$ cat config.mk
export PLATFORM = sky130hd
export DESIGN_NAME = voxel_ray_traversal_hit
export DESIGN_NICKNAME = d
export VERILOG_FILES = /design/src/sv/vrt_pkg.sv /design/src/sv/voxel_ray_traversal_hit.sv /design/src/sv/vrt_div.sv /design/src/sv/vrt_datapath.sv /design/src/sv/vrt_ctrl.sv
export SDC_FILE = /design/constraint.sdc
export NUM_CORES = 2
export LEC_CHECK = 0
export BUFFER_PORTS_ARGS = -buffer_cell sky130_fd_sc_hd__buf_2
export CORE_MARGIN = 1.5
export CORE_UTILIZATION = 40
export DETAILED_ROUTE_END_ITERATION = 10
export PLACE_DENSITY_LB_ADDON = 0.15
export SYNTH_ARGS = -nofsm -noshare
export SYNTH_HDL_FRONTEND = slang
export SYNTH_SLANG_ARGS = --single-unit
$ cat constraint.sdc
create_clock -name clk_i -period 6.5 [get_ports clk_i]
set_input_delay 0.325 -clock clk_i [delete_from_list [all_inputs] [get_ports clk_i]]
set_output_delay 0.325 -clock clk_i [all_outputs]
set_load 0.02 [all_outputs]
$ cat src/sv/vrt_pkg.sv
// Shared types and constants for the voxel ray traversal block.
package vrt_pkg;
  localparam int unsigned TableDepth = 64;
  localparam int unsigned MaxSteps = 64;
  localparam logic [15:0] MaxDistReset = 16'd2560;
  localparam logic [23:0] TInf = 24'hFFFFFF;

  localparam logic [1:0] OpClear = 2'd0;
  localparam logic [1:0] OpInsert = 2'd1;
  localparam logic [1:0] OpCast = 2'd2;

  localparam logic [1:0] StMiss = 2'd0;
  localparam logic [1:0] StHit = 2'd1;
  localparam logic [1:0] StDone = 2'd2;
  localparam logic [1:0] StFull = 2'd3;

  localparam logic [2:0] FaceLeft = 3'd0;
  localparam logic [2:0] FaceRight = 3'd1;
  localparam logic [2:0] FaceTop = 3'd2;
  localparam logic [2:0] FaceBottom = 3'd3;
  localparam logic [2:0] FaceFront = 3'd4;
  localparam logic [2:0] FaceBack = 3'd5;

  // Controller to datapath commands.
  typedef struct packed {
    logic load;       // capture request, start setup
    logic div_start;  // start division
    logic div_sel_delta;  // 0: first boundary, 1: tDelta
    logic [1:0] div_axis;
    logic div_store;  // store quotient
    logic scan_start; // begin table scan of current cell
    logic scan_next;  // advance scan address
    logic step;       // take one DDA step
    logic ins_write;  // write cell into table
    logic clr;        // empty table
    logic res_load;   // latch result
    logic [1:0] res_status;
  } vrt_cmd_t;

  // Datapath to controller status.
  typedef struct packed {
    logic div_done;
    logic scan_hit;
    logic scan_end;
    logic full;
    logic walk_end;   // distance reached limit
  } vrt_sts_t;
endpackage

$ cat src/sv/voxel_ray_traversal_hit.sv
// Voxel ray traversal: table of occupied cells and a 3D DDA ray walk.
// Sequence: table ops give their result in the next cycle; a ray runs six divisions of
// setup on the shared bit-serial divider, then per tested cell a table scan
// of one entry a cycle, up to MaxSteps cells.
// Throughput: one request at a time; the next is taken once the result leaves.
// Reset (rst_ni low, async): table empty, max_distance = 10.0, no result.
module voxel_ray_traversal_hit #(
  parameter int unsigned TableDepth = vrt_pkg::TableDepth,
  parameter int unsigned MaxSteps = vrt_pkg::MaxSteps
) (
  input  logic         clk_i,
  input  logic         rst_ni,
  input  logic         s_axis_tvalid,
  output logic         s_axis_tready,
  // opcode[1:0], cell_x/y/z[49:2], origin_x/y/z[121:50], dir_x/y/z[169:122], zero pad
  input  logic [175:0] s_axis_tdata,
  output logic         m_axis_tvalid,
  input  logic         m_axis_tready,
  // status[1:0], hit_x/y/z[49:2], hit_face[52:50], zero pad
  output logic [55:0]  m_axis_tdata,
  input  logic         cfg_we_i,
  input  logic [15:0]  cfg_wdata_i
);
  logic [15:0] max_distance_q;
  always_ff @(posedge clk_i or negedge rst_ni) begin
    if (!rst_ni) begin
      max_distance_q <= vrt_pkg::MaxDistReset;
    end else if (cfg_we_i) begin
      max_distance_q <= cfg_wdata_i;
    end
  end

  vrt_pkg::vrt_cmd_t cmd;
  vrt_pkg::vrt_sts_t sts;
  logic [1:0] status;
  logic [15:0] hx, hy, hz;
  logic [2:0] hf;

  vrt_ctrl #(.MaxSteps(MaxSteps)) u_ctrl (
    .clk_i, .rst_ni,
    .in_valid_i  (s_axis_tvalid),
    .in_ready_o  (s_axis_tready),
    .opcode_i    (s_axis_tdata[1:0]),
    .out_valid_o (m_axis_tvalid),
    .out_ready_i (m_axis_tready),
    .cmd_o       (cmd),
    .sts_i       (sts)
  );

  vrt_datapath #(.TableDepth(TableDepth)) u_dp (
    .clk_i, .rst_ni,
    .cmd_i          (cmd),
    .sts_o          (sts),
    .max_distance_i (max_distance_q),
    .cell_x_i   (s_axis_tdata[17:2]),
    .cell_y_i   (s_axis_tdata[33:18]),
    .cell_z_i   (s_axis_tdata[49:34]),
    .origin_x_i (s_axis_tdata[73:50]),
    .origin_y_i (s_axis_tdata[97:74]),
    .origin_z_i (s_axis_tdata[121:98]),
    .dir_x_i    (s_axis_tdata[137:122]),
    .dir_y_i    (s_axis_tdata[153:138]),
    .dir_z_i    (s_axis_tdata[169:154]),
    .status_o   (status),
    .hit_x_o    (hx),
    .hit_y_o    (hy),
    .hit_z_o    (hz),
    .hit_face_o (hf)
  );

  assign m_axis_tdata = {3'd0, hf, hz, hy, hx, status};
endmodule

$ cat src/sv/vrt_div.sv
// Restoring divider, one quotient bit per cycle, saturated to 24 bits.
module vrt_div (
  input  logic        clk_i,
  input  logic        rst_ni,
  input  logic        start_i,
  input  logic [31:0] num_i,
  input  logic [15:0] den_i,
  output logic        done_o,
  output logic [23:0] quo_o
);
  logic [31:0] q_q, q_d;
  logic [15:0] r_q, r_d;
  logic [5:0]  cnt_q, cnt_d;
  logic        busy_q, busy_d;
  logic        fin_q;
  logic [16:0] tr;
  logic [16:0] diff;
  logic [16:0] den17;

  assign den17 = {1'b0, den_i};

  // remainder stays below den (at most 2^15), so it fits 16 bits
  always_comb begin
    q_d = q_q;
    r_d = r_q;
    cnt_d = cnt_q;
    busy_d = busy_q;
    tr = {r_q, q_q[31]};
    diff = tr - den17;
    if (start_i) begin
      q_d = num_i;
      r_d = '0;
      cnt_d = 6'd32;
      busy_d = 1'b1;
    end else if (busy_q) begin
      if (tr >= den17) begin
        r_d = diff[15:0];
        q_d = {q_q[30:0], 1'b1};
      end else begin
        r_d = tr[15:0];
        q_d = {q_q[30:0], 1'b0};
      end
      cnt_d = cnt_q - 6'd1;
      if (cnt_q == 6'd1) begin
        busy_d = 1'b0;
      end
    end
  end

  // done pulses once, right after the last shift
  always_ff @(posedge clk_i or negedge rst_ni) begin
    if (!rst_ni) begin
      busy_q <= 1'b0;
      cnt_q <= '0;
      fin_q <= 1'b0;
    end else begin
      busy_q <= busy_d;
      cnt_q <= cnt_d;
      fin_q <= busy_q && (cnt_q == 6'd1);
    end
  end

  always_ff @(posedge clk_i) begin
    q_q <= q_d;
    r_q <= r_d;
  end

  assign done_o = fin_q;
  assign quo_o = (q_q[31:24] != 8'd0) ? 24'hFFFFFF : q_q[23:0];
endmodule

$ cat src/sv/vrt_datapath.sv
// Ray setup, DDA stepping, cell table and result registers.
module vrt_datapath #(
  parameter int unsigned TableDepth = vrt_pkg::TableDepth,
  localparam int unsigned AW = (TableDepth > 1) ? $clog2(TableDepth) : 1,
  localparam int unsigned CW = $clog2(TableDepth + 1)
) (
  input  logic               clk_i,
  input  logic               rst_ni,
  input  vrt_pkg::vrt_cmd_t  cmd_i,
  output vrt_pkg::vrt_sts_t  sts_o,
  input  logic [15:0]        max_distance_i,
  input  logic [15:0]        cell_x_i,
  input  logic [15:0]        cell_y_i,
  input  logic [15:0]        cell_z_i,
  input  logic [23:0]        origin_x_i,
  input  logic [23:0]        origin_y_i,
  input  logic [23:0]        origin_z_i,
  input  logic [15:0]        dir_x_i,
  input  logic [15:0]        dir_y_i,
  input  logic [15:0]        dir_z_i,
  output logic [1:0]         status_o,
  output logic [15:0]        hit_x_o,
  output logic [15:0]        hit_y_o,
  output logic [15:0]        hit_z_o,
  output logic [2:0]         hit_face_o
);
  logic [47:0] mem_q [TableDepth];
  logic [47:0] rd_q;
  logic        rd_vld_q;
  logic [CW-1:0] count_q;
  logic [CW-1:0] addr_q;

  logic [15:0] c_q [3];
  logic [23:0] t_q [3];
  logic [23:0] dt_q [3];
  logic [15:0] mag_q [3];
  logic [8:0]  dist8_q [3];
  logic        neg_q [3];
  logic        zero_q [3];
  logic [23:0] dist_q;
  logic [2:0]  face_q;

  logic        div_done;
  logic [23:0] quo;
  logic [31:0] num;
  logic [15:0] den;

  // axis operand mux for the shared divider
  always_comb begin
    den = mag_q[cmd_i.div_axis];
    if (cmd_i.div_sel_delta) begin
      num = 32'h4000_0000;
    end else begin
      num = {1'b0, dist8_q[cmd_i.div_axis], 22'd0};
    end
  end

  vrt_div u_div (
    .clk_i   (clk_i),
    .rst_ni  (rst_ni),
    .start_i (cmd_i.div_start),
    .num_i   (num),
    .den_i   (den),
    .done_o  (div_done),
    .quo_o   (quo)
  );

  // axis choice: x if tx<ty and tx<tz, else y if ty<tz, else z
  logic [1:0] ax;
  always_comb begin
    if (t_q[0] < t_q[1] && t_q[0] < t_q[2]) begin
      ax = 2'd0;
    end else if (t_q[1] < t_q[2]) begin
      ax = 2'd1;
    end else begin
      ax = 2'd2;
    end
  end

  logic [24:0] tsum;
  assign tsum = {1'b0, t_q[ax]} + {1'b0, dt_q[ax]};

  logic [23:0] org [3];
  logic [15:0] dir [3];
  assign org[0] = origin_x_i;
  assign org[1] = origin_y_i;
  assign org[2] = origin_z_i;
  assign dir[0] = dir_x_i;
  assign dir[1] = dir_y_i;
  assign dir[2] = dir_z_i;

  // boundary gap in Q.8: frac for a negative step, 256-frac for a positive one
  always_ff @(posedge clk_i) begin
    if (cmd_i.load) begin
      for (int i = 0; i < 3; i++) begin
        c_q[i] <= org[i][23:8];
        zero_q[i] <= (dir[i] == 16'd0);
        neg_q[i] <= dir[i][15];
        mag_q[i] <= dir[i][15] ? (16'd0 - dir[i]) : dir[i];
        dist8_q[i] <= dir[i][15] ? {1'b0, org[i][7:0]} : (9'd256 - {1'b0, org[i][7:0]});
        t_q[i] <= vrt_pkg::TInf;
        dt_q[i] <= vrt_pkg::TInf;
      end
      dist_q <= '0;
      face_q <= vrt_pkg::FaceFront;
    end else if (cmd_i.div_store) begin
      if (!zero_q[cmd_i.div_axis]) begin
        if (cmd_i.div_sel_delta) begin
          dt_q[cmd_i.div_axis] <= quo;
        end else begin
          t_q[cmd_i.div_axis] <= quo;
        end
      end
    end else if (cmd_i.step) begin
      dist_q <= t_q[ax];
      t_q[ax] <= (tsum[24] || t_q[ax] == vrt_pkg::TInf) ? vrt_pkg::TInf : tsum[23:0];
      if (!zero_q[ax]) begin
        c_q[ax] <= neg_q[ax] ? c_q[ax] - 16'd1 : c_q[ax] + 16'd1;
      end
      unique case (ax)
        2'd0: face_q <= (!zero_q[0] && !neg_q[0]) ? vrt_pkg::FaceLeft : vrt_pkg::FaceRight;
        2'd1: face_q <= (!zero_q[1] && !neg_q[1]) ? vrt_pkg::FaceBottom : vrt_pkg::FaceTop;
        default: face_q <= (!zero_q[2] && !neg_q[2]) ? vrt_pkg::FaceBack : vrt_pkg::FaceFront;
      endcase
    end
  end

  // cell table, scanned one entry per cycle
  logic [AW-1:0] waddr;
  logic [AW-1:0] raddr;
  assign waddr = count_q[AW-1:0];
  assign raddr = addr_q[AW-1:0];

  always_ff @(posedge clk_i) begin
    if (cmd_i.ins_write && count_q < CW'(TableDepth)) begin
      mem_q[waddr] <= {cell_z_i, cell_y_i, cell_x_i};
    end
    rd_q <= mem_q[raddr];
  end

  always_ff @(posedge clk_i or negedge rst_ni) begin
    if (!rst_ni) begin
      count_q <= '0;
      addr_q <= '0;
      rd_vld_q <= 1'b0;
    end else begin
      if (cmd_i.clr) begin
        count_q <= '0;
      end else if (cmd_i.ins_write && count_q < CW'(TableDepth)) begin
        count_q <= count_q + CW'(1);
      end
      if (cmd_i.scan_start) begin
        addr_q <= '0;
        rd_vld_q <= 1'b0;
      end else if (cmd_i.scan_next) begin
        addr_q <= addr_q + CW'(1);
        rd_vld_q <= (addr_q < count_q);
      end
    end
  end

  assign sts_o.div_done = div_done;
  assign sts_o.scan_hit = rd_vld_q && (rd_q == {c_q[2], c_q[1], c_q[0]});
  assign sts_o.scan_end = (addr_q >= count_q) && !rd_vld_q;
  assign sts_o.full = (count_q >= CW'(TableDepth));
  // a zero limit ends the walk at once, since the distance starts at zero
  assign sts_o.walk_end = (dist_q >= {max_distance_i, 8'd0});

  always_ff @(posedge clk_i) begin
    if (cmd_i.res_load) begin
      status_o <= cmd_i.res_status;
      if (cmd_i.res_status == vrt_pkg::StHit) begin
        hit_x_o <= c_q[0];
        hit_y_o <= c_q[1];
        hit_z_o <= c_q[2];
        hit_face_o <= face_q;
      end else begin
        hit_x_o <= '0;
        hit_y_o <= '0;
        hit_z_o <= '0;
        hit_face_o <= vrt_pkg::FaceFront;
      end
    end
  end
endmodule

$ cat src/sv/vrt_ctrl.sv
// Sequencer for table ops, divider setup and the DDA walk.
module vrt_ctrl #(
  parameter int unsigned MaxSteps = vrt_pkg::MaxSteps,
  localparam int unsigned SW = $clog2(MaxSteps + 1)
) (
  input  logic              clk_i,
  input  logic              rst_ni,
  input  logic              in_valid_i,
  output logic              in_ready_o,
  input  logic [1:0]        opcode_i,
  output logic              out_valid_o,
  input  logic              out_ready_i,
  output vrt_pkg::vrt_cmd_t cmd_o,
  input  vrt_pkg::vrt_sts_t sts_i
);
  typedef enum logic [6:0] {
    S_IDLE = 7'b0000001,
    S_DIV  = 7'b0000010,
    S_WAIT = 7'b0000100,
    S_TEST = 7'b0001000,
    S_SCAN = 7'b0010000,
    S_STEP = 7'b0100000,
    S_OUT  = 7'b1000000
  } state_e;

  state_e state_q, state_d;
  logic [2:0] job_q, job_d;
  logic [SW-1:0] n_q, n_d;
  logic vld_q, vld_d;

  assign out_valid_o = vld_q;
  assign in_ready_o = (state_q == S_IDLE) && !vld_q;

  always_comb begin
    state_d = state_q;
    job_d = job_q;
    n_d = n_q;
    vld_d = vld_q && !out_ready_i;
    cmd_o = '0;
    cmd_o.div_axis = job_q[2:1];
    cmd_o.div_sel_delta = job_q[0];
    unique case (state_q)
      S_IDLE: begin
        if (in_valid_i && in_ready_o) begin
          cmd_o.res_load = 1'b1;
          cmd_o.res_status = vrt_pkg::StDone;
          case (opcode_i)
            vrt_pkg::OpClear: begin
              cmd_o.clr = 1'b1;
              vld_d = 1'b1;
            end
            vrt_pkg::OpInsert: begin
              cmd_o.ins_write = 1'b1;
              if (sts_i.full) cmd_o.res_status = vrt_pkg::StFull;
              vld_d = 1'b1;
            end
            vrt_pkg::OpCast: begin
              cmd_o.res_load = 1'b0;
              cmd_o.load = 1'b1;
              job_d = '0;
              n_d = '0;
              state_d = S_DIV;
            end
            default: vld_d = 1'b1;
          endcase
        end
      end
      S_DIV: begin
        cmd_o.div_start = 1'b1;
        state_d = S_WAIT;
      end
      S_WAIT: begin
        if (sts_i.div_done) begin
          cmd_o.div_store = 1'b1;
          if (job_q == 3'd5) begin
            state_d = S_TEST;
          end else begin
            job_d = job_q + 3'd1;
            state_d = S_DIV;
          end
        end
      end
      S_TEST: begin
        if (n_q == SW'(MaxSteps) || sts_i.walk_end) begin
          cmd_o.res_load = 1'b1;
          cmd_o.res_status = vrt_pkg::StMiss;
          state_d = S_OUT;
        end else begin
          cmd_o.scan_start = 1'b1;
          state_d = S_SCAN;
        end
      end
      S_SCAN: begin
        cmd_o.scan_next = 1'b1;
        if (sts_i.scan_hit) begin
          cmd_o.res_load = 1'b1;
          cmd_o.res_status = vrt_pkg::StHit;
          state_d = S_OUT;
        end else if (sts_i.scan_end) begin
          state_d = S_STEP;
        end
      end
      S_STEP: begin
        cmd_o.step = 1'b1;
        n_d = n_q + SW'(1);
        state_d = S_TEST;
      end
      S_OUT: begin
        vld_d = 1'b1;
        state_d = S_IDLE;
      end
      default: state_d = S_IDLE;
    endcase
  end

  always_ff @(posedge clk_i or negedge rst_ni) begin
    if (!rst_ni) begin
      state_q <= S_IDLE;
      job_q <= '0;
      n_q <= '0;
      vld_q <= 1'b0;
    end else begin
      state_q <= state_d;
      job_q <= job_d;
      n_q <= n_d;
      vld_q <= vld_d;
    end
  end
endmodule
==> metrics list <==
- The run finished with clean final reports.
- Setup slack on the worst reg-to-reg path comes out at about 0.38 ns.
* Warning count from the yosys run: 0
* Reg clk slew, reported paths: 0.06 ns
- Worst Hold Slack: ~0.085 ns
- Initial antenna violation count: 36
- Tightest Pin Transition: between 1 and 1.5 ns
- Endpoints failing hold: 0
- The routed design has around 430000 um of wire.
- The number of different library cells used by synthesis comes to 96.
* Setup crit start kind: flop
- Clock skew on the completed layout was measured at 0.0765 ns.
- Port buffering added around 250 buffers.
- Fraction of layout cells with a size suffix above 1: between 20% and 30%
- Boundary Pins: 255
- In this run the core area contains 219 standard-cell rows.
- Clock latency on the worst-skew pair, taken at its later pin, is ~0.97 ns.
- Top cells by area, synth: sky130_fd_sc_hd__edfxtp_1 72%, sky130_fd_sc_hd__mux4_2 16%, sky130_fd_sc_hd__ha_1 1.4%
- Fin crit period: between 6 and 7 ns
* Wire length of the first global-routing pass: 595000 um
- For this run, the top clock speed supported by timing is about 160 MHz.
- The max-slew violation count is 0.
* Pin count of the biggest net entering global routing: about 120
- DR iter-0 viols: a little under 8000
* Die width: approximately 600 um
- Dividing the detail-routed wire length by the instance count gives approximately 33 um.
- VDD IR-drop max: 0.246 mV
* Category of the worst setup path capture point: flop
- Adding up every negative setup slack in the final design gives 0 ns.
- Dividing the final minimum period by the clock period gives 94.2%.
* Floorplan die area: about 0.36 mm2
* Sequential-to-total area share from yosys stat: between 70% and 80%
- The synthesized design contains about 3600 register bits.
* Class of the most critical hold timing path: primary input to flop
* Area growth syn-to-layout: 16.9%
- CTS placed an instance of sky130_fd_sc_hd__clkbuf_16 at the clock tree root.
- In the synthesized netlist the dominant register cell turns out to be sky130_fd_sc_hd__edfxtp_1.
* Most frequent cell after synthesis: sky130_fd_sc_hd__edfxtp_1
- TritonCTS built the clock tree.
- Once placement completed, the tool counted placed cells totaling about 12000.
- The analysis attributes to cell leakage a power of roughly 52 nW.
* Cell type contributing the most total cell area after synthesis: sky130_fd_sc_hd__edfxtp_1
- The tool flagged a number of max-cap violations equal to 0.
- Final Non-Filler Cells: roughly 13000
- Total of endpoints with negative setup slack in the final report: 0
- Detailed-route vias per instance: a little under 6
- The finished cells cover 0.168 mm2.
- R2R depth: 22
* Post-synthesis async set-or-reset flop share: 1.59%
- Power density over cell area: roughly 320 mW/mm2
- Unrepaired setup endpoints after global routing: no
* Top-area cell type share of the netlist area: about 70%
- Leftover overflow at the end of global routing: 0
- Placement Cell Area: roughly 0.15 mm2
* CP Max Fanout: 10
- Effective utilization at floorplan: between 40% and 50%
* Post-route DRC violation count: 0
- Syn_area_per_cell: approximately 20 um2
- All-Layer GR Usage: a little under a quarter
- Maximum clock path buffer count: 4
* Vias in the first global route: 75869
* Worst path required time: 7.16 ns
* Commonest cells in the netlist: 3430 x sky130_fd_sc_hd__edfxtp_1, 1008 x sky130_fd_sc_hd__mux4_2, 349 x sky130_fd_sc_hd__nand2_1, 263 x sky130_fd_sc_hd__nor2_1, 246 x sky130_fd_sc_hd__clkbuf_1
- Depth of the CTS H-tree: 5
- Counting every sink on the clock net gives roughly 3600.
* Via count: 74776
- The filler cells instantiated in the layout total 29715.
* ANT nets after route: 0
* Remaining max-slew budget at the tightest pin: ~14%
- The floorplan step set the die height to roughly 600 um.
* Cells after Synth: about 7000
- Area of the core region: around 0.36 mm2
- Post-synth EDFFs: 3430
* Cell area after synthesis: about 0.14 mm2
- Worst Path Arrival: between 6 and 7 ns
- Post-detailed-placement half-perimeter wirelength: between 200000 and 250000 um
- The critical path in this run is classified as flop to flop.
* Pre-antenna DRT Iters: 5
* Worst Hold Depth: 1
* Utilization after layout: between 40% and 50%
* Nets: slightly above 8000
* Num CTS Buffers: about 390
* Routability congestion estimate from global placement: between 0.8 and 0.9
## state kept, by name, indices dropped and copies added (netlist names), 6 cells and up
name and cells:
u_dp.u_div.cnt_q 6, u_dp.count_q 7, u_dp.addr_q 7, u_dp.t_q 72, u_dp.hit_x_o 16, u_dp.rd_q 48, u_dp.mag_q 48, max_distance_q 16
u_ctrl.n_q 7, u_ctrl.state_q 7, u_dp.dist_q 24, u_dp.dist8_q 27, u_dp.u_div.r_q 16, u_dp.u_div.q_q 32, u_dp.dt_q 72, u_dp.c_q 48
u_dp.hit_z_o 16, u_dp.mem_q 3072, u_dp.hit_y_o 16
## layer usage
metal	vias to the layer above	wire [um]	track usage [%]	part of all wire, %
met4	10	10900	5.91	2.6
met3	577	24600	2.98	5.8
met5	-	65	0	0.015
met1	40905	181000	32.7	42
met2	2523	210000	38.7	49
li1	30761	-	-	-
## path summary, 6_finish.rpt
kind / from / end
hold / removal: s_axis_tdata[9] / u_dp.mem_q[60][7]$_DFFE_PP_
setup reg to reg: u_dp.t_q[2][17]$_SDFFCE_PN1P_ / u_dp.t_q[2][23]$_SDFFCE_PN1P_
hold reg to reg: u_dp.dist_q[5]$_SDFFE_PP0P_ / u_dp.dist_q[5]$_SDFFE_PP0P_
min in group asynchronous: rst_ni / max_distance_q[9]$_DFFE_PN1P_
setup / recovery: u_dp.t_q[2][17]$_SDFFCE_PN1P_ / u_dp.t_q[2][23]$_SDFFCE_PN1P_
max in group asynchronous: rst_ni / max_distance_q[2]$_DFFE_PN0P_
## power by group
| group | total [W] | switching (W) | internal, W |
|---|---|---|---|
| Combinational | 0.00446 | 0.00264 | 0.00182 |
| Sequential | 0.0264 | 0.000462 | 0.0259 |
| Clock | 0.0222 | 0.00919 | 0.0130 |
| Total | 0.0531 | 0.0123 | 0.0408 |
## what timing repair did
item | CTS | global route
endpoints found under the hold margin | 232 | 0
buffers inserted | 0 | 3
hold buffers | 228 | 0
endpoints found under the setup margin | 0 | 2
resized for setup | 0 | 1
## layout make-up
| cell class | instances | area (um2) | area share, % |
|---|---|---|---|
| Sequential cell | 3578 | 106000 | 63.3 |
| Timing Repair Buffer | 727 | 6160 | 3.67 |
| Clock buffer | 508 | 10400 | 6.22 |
| Antenna cell | 13 | 32.5 | 0.0194 |
| Tap cell | 4751 | 5940 | 3.54 |
| Inverter | 145 | 547 | 0.326 |
| Clock inverter | 203 | 2320 | 1.38 |
| Multi-Input combinational cell | 3001 | 36200 | 21.5 |
## critical path: stages (launching register included)
cell	delay, ns
sky130_fd_sc_hd__edfxtp_1	0.43
sky130_fd_sc_hd__inv_1	0.12
sky130_fd_sc_hd__ha_1	0.31
sky130_fd_sc_hd__nand4_1	0.28
sky130_fd_sc_hd__nor3_1	0.36
sky130_fd_sc_hd__o311ai_1	0.20
sky130_fd_sc_hd__a21oi_2	0.36
sky130_fd_sc_hd__nor2_2	0.25
sky130_fd_sc_hd__a21oi_1	0.20
sky130_fd_sc_hd__nor2_1	0.06
sky130_fd_sc_hd__a21oi_1	0.28
sky130_fd_sc_hd__inv_1	0.08
sky130_fd_sc_hd__ha_1	0.30
sky130_fd_sc_hd__a21o_1	0.18
sky130_fd_sc_hd__a21o_1	0.24
sky130_fd_sc_hd__o21ai_0	0.17
sky130_fd_sc_hd__nand4_1	0.11
sky130_fd_sc_hd__a41o_1	0.34
sky130_fd_sc_hd__a311oi_2	0.43
sky130_fd_sc_hd__o31ai_1	0.16
sky130_fd_sc_hd__a22o_1	0.29
sky130_fd_sc_hd__a2111oi_4	0.53
sky130_fd_sc_hd__o21ai_1	0.15
## logic make-up (layout without fill, tap and decap cells)
logic type      Yosys count  in the layout  synth area share (%)
mux                    1120           1120                  16.6
xor+xnor                158            158                 0.963
buf+inv                 489           1583                  1.30
fa+ha+maj               166            166                  1.45
flops                  3578           3578                  74.0
other cells               1             16               0.00261
compound gates          545            545                  2.43
simple gates           1008           1009                  3.25
## cells in the final DEF, fill, tap and decap left out, types with 91 or more instances in the layout
cell	n
sky130_fd_sc_hd__buf_4	196
sky130_fd_sc_hd__xnor2_1	99
sky130_fd_sc_hd__clkbuf_1	97
sky130_fd_sc_hd__ha_1	158
sky130_fd_sc_hd__dfxtp_1	91
sky130_fd_sc_hd__o21ai_0	177
sky130_fd_sc_hd__buf_2	244
sky130_fd_sc_hd__a21oi_1	136
sky130_fd_sc_hd__nor2_1	195
sky130_fd_sc_hd__dlygate4sd3_1	228
sky130_fd_sc_hd__inv_1	143
sky130_fd_sc_hd__nand2_1	348
sky130_fd_sc_hd__clkbuf_16	393
sky130_fd_sc_hd__mux4_2	1008
sky130_fd_sc_hd__edfxtp_1	3430
## metrics by stage
| stage | total power (W) | setup WS, ns |
|---|---|---|
| after floorplan | 0.0294 | 0.427 |
| after global placement | 0.0311 | 0.418 |
| after detailed placement | 0.0312 | 0.406 |
| after CTS | 0.0536 | 0.349 |
| after global routing | 0.0548 | 0.0985 |
| final | 0.0531 | 0.379 |
(Power assumes the default switching activity.)
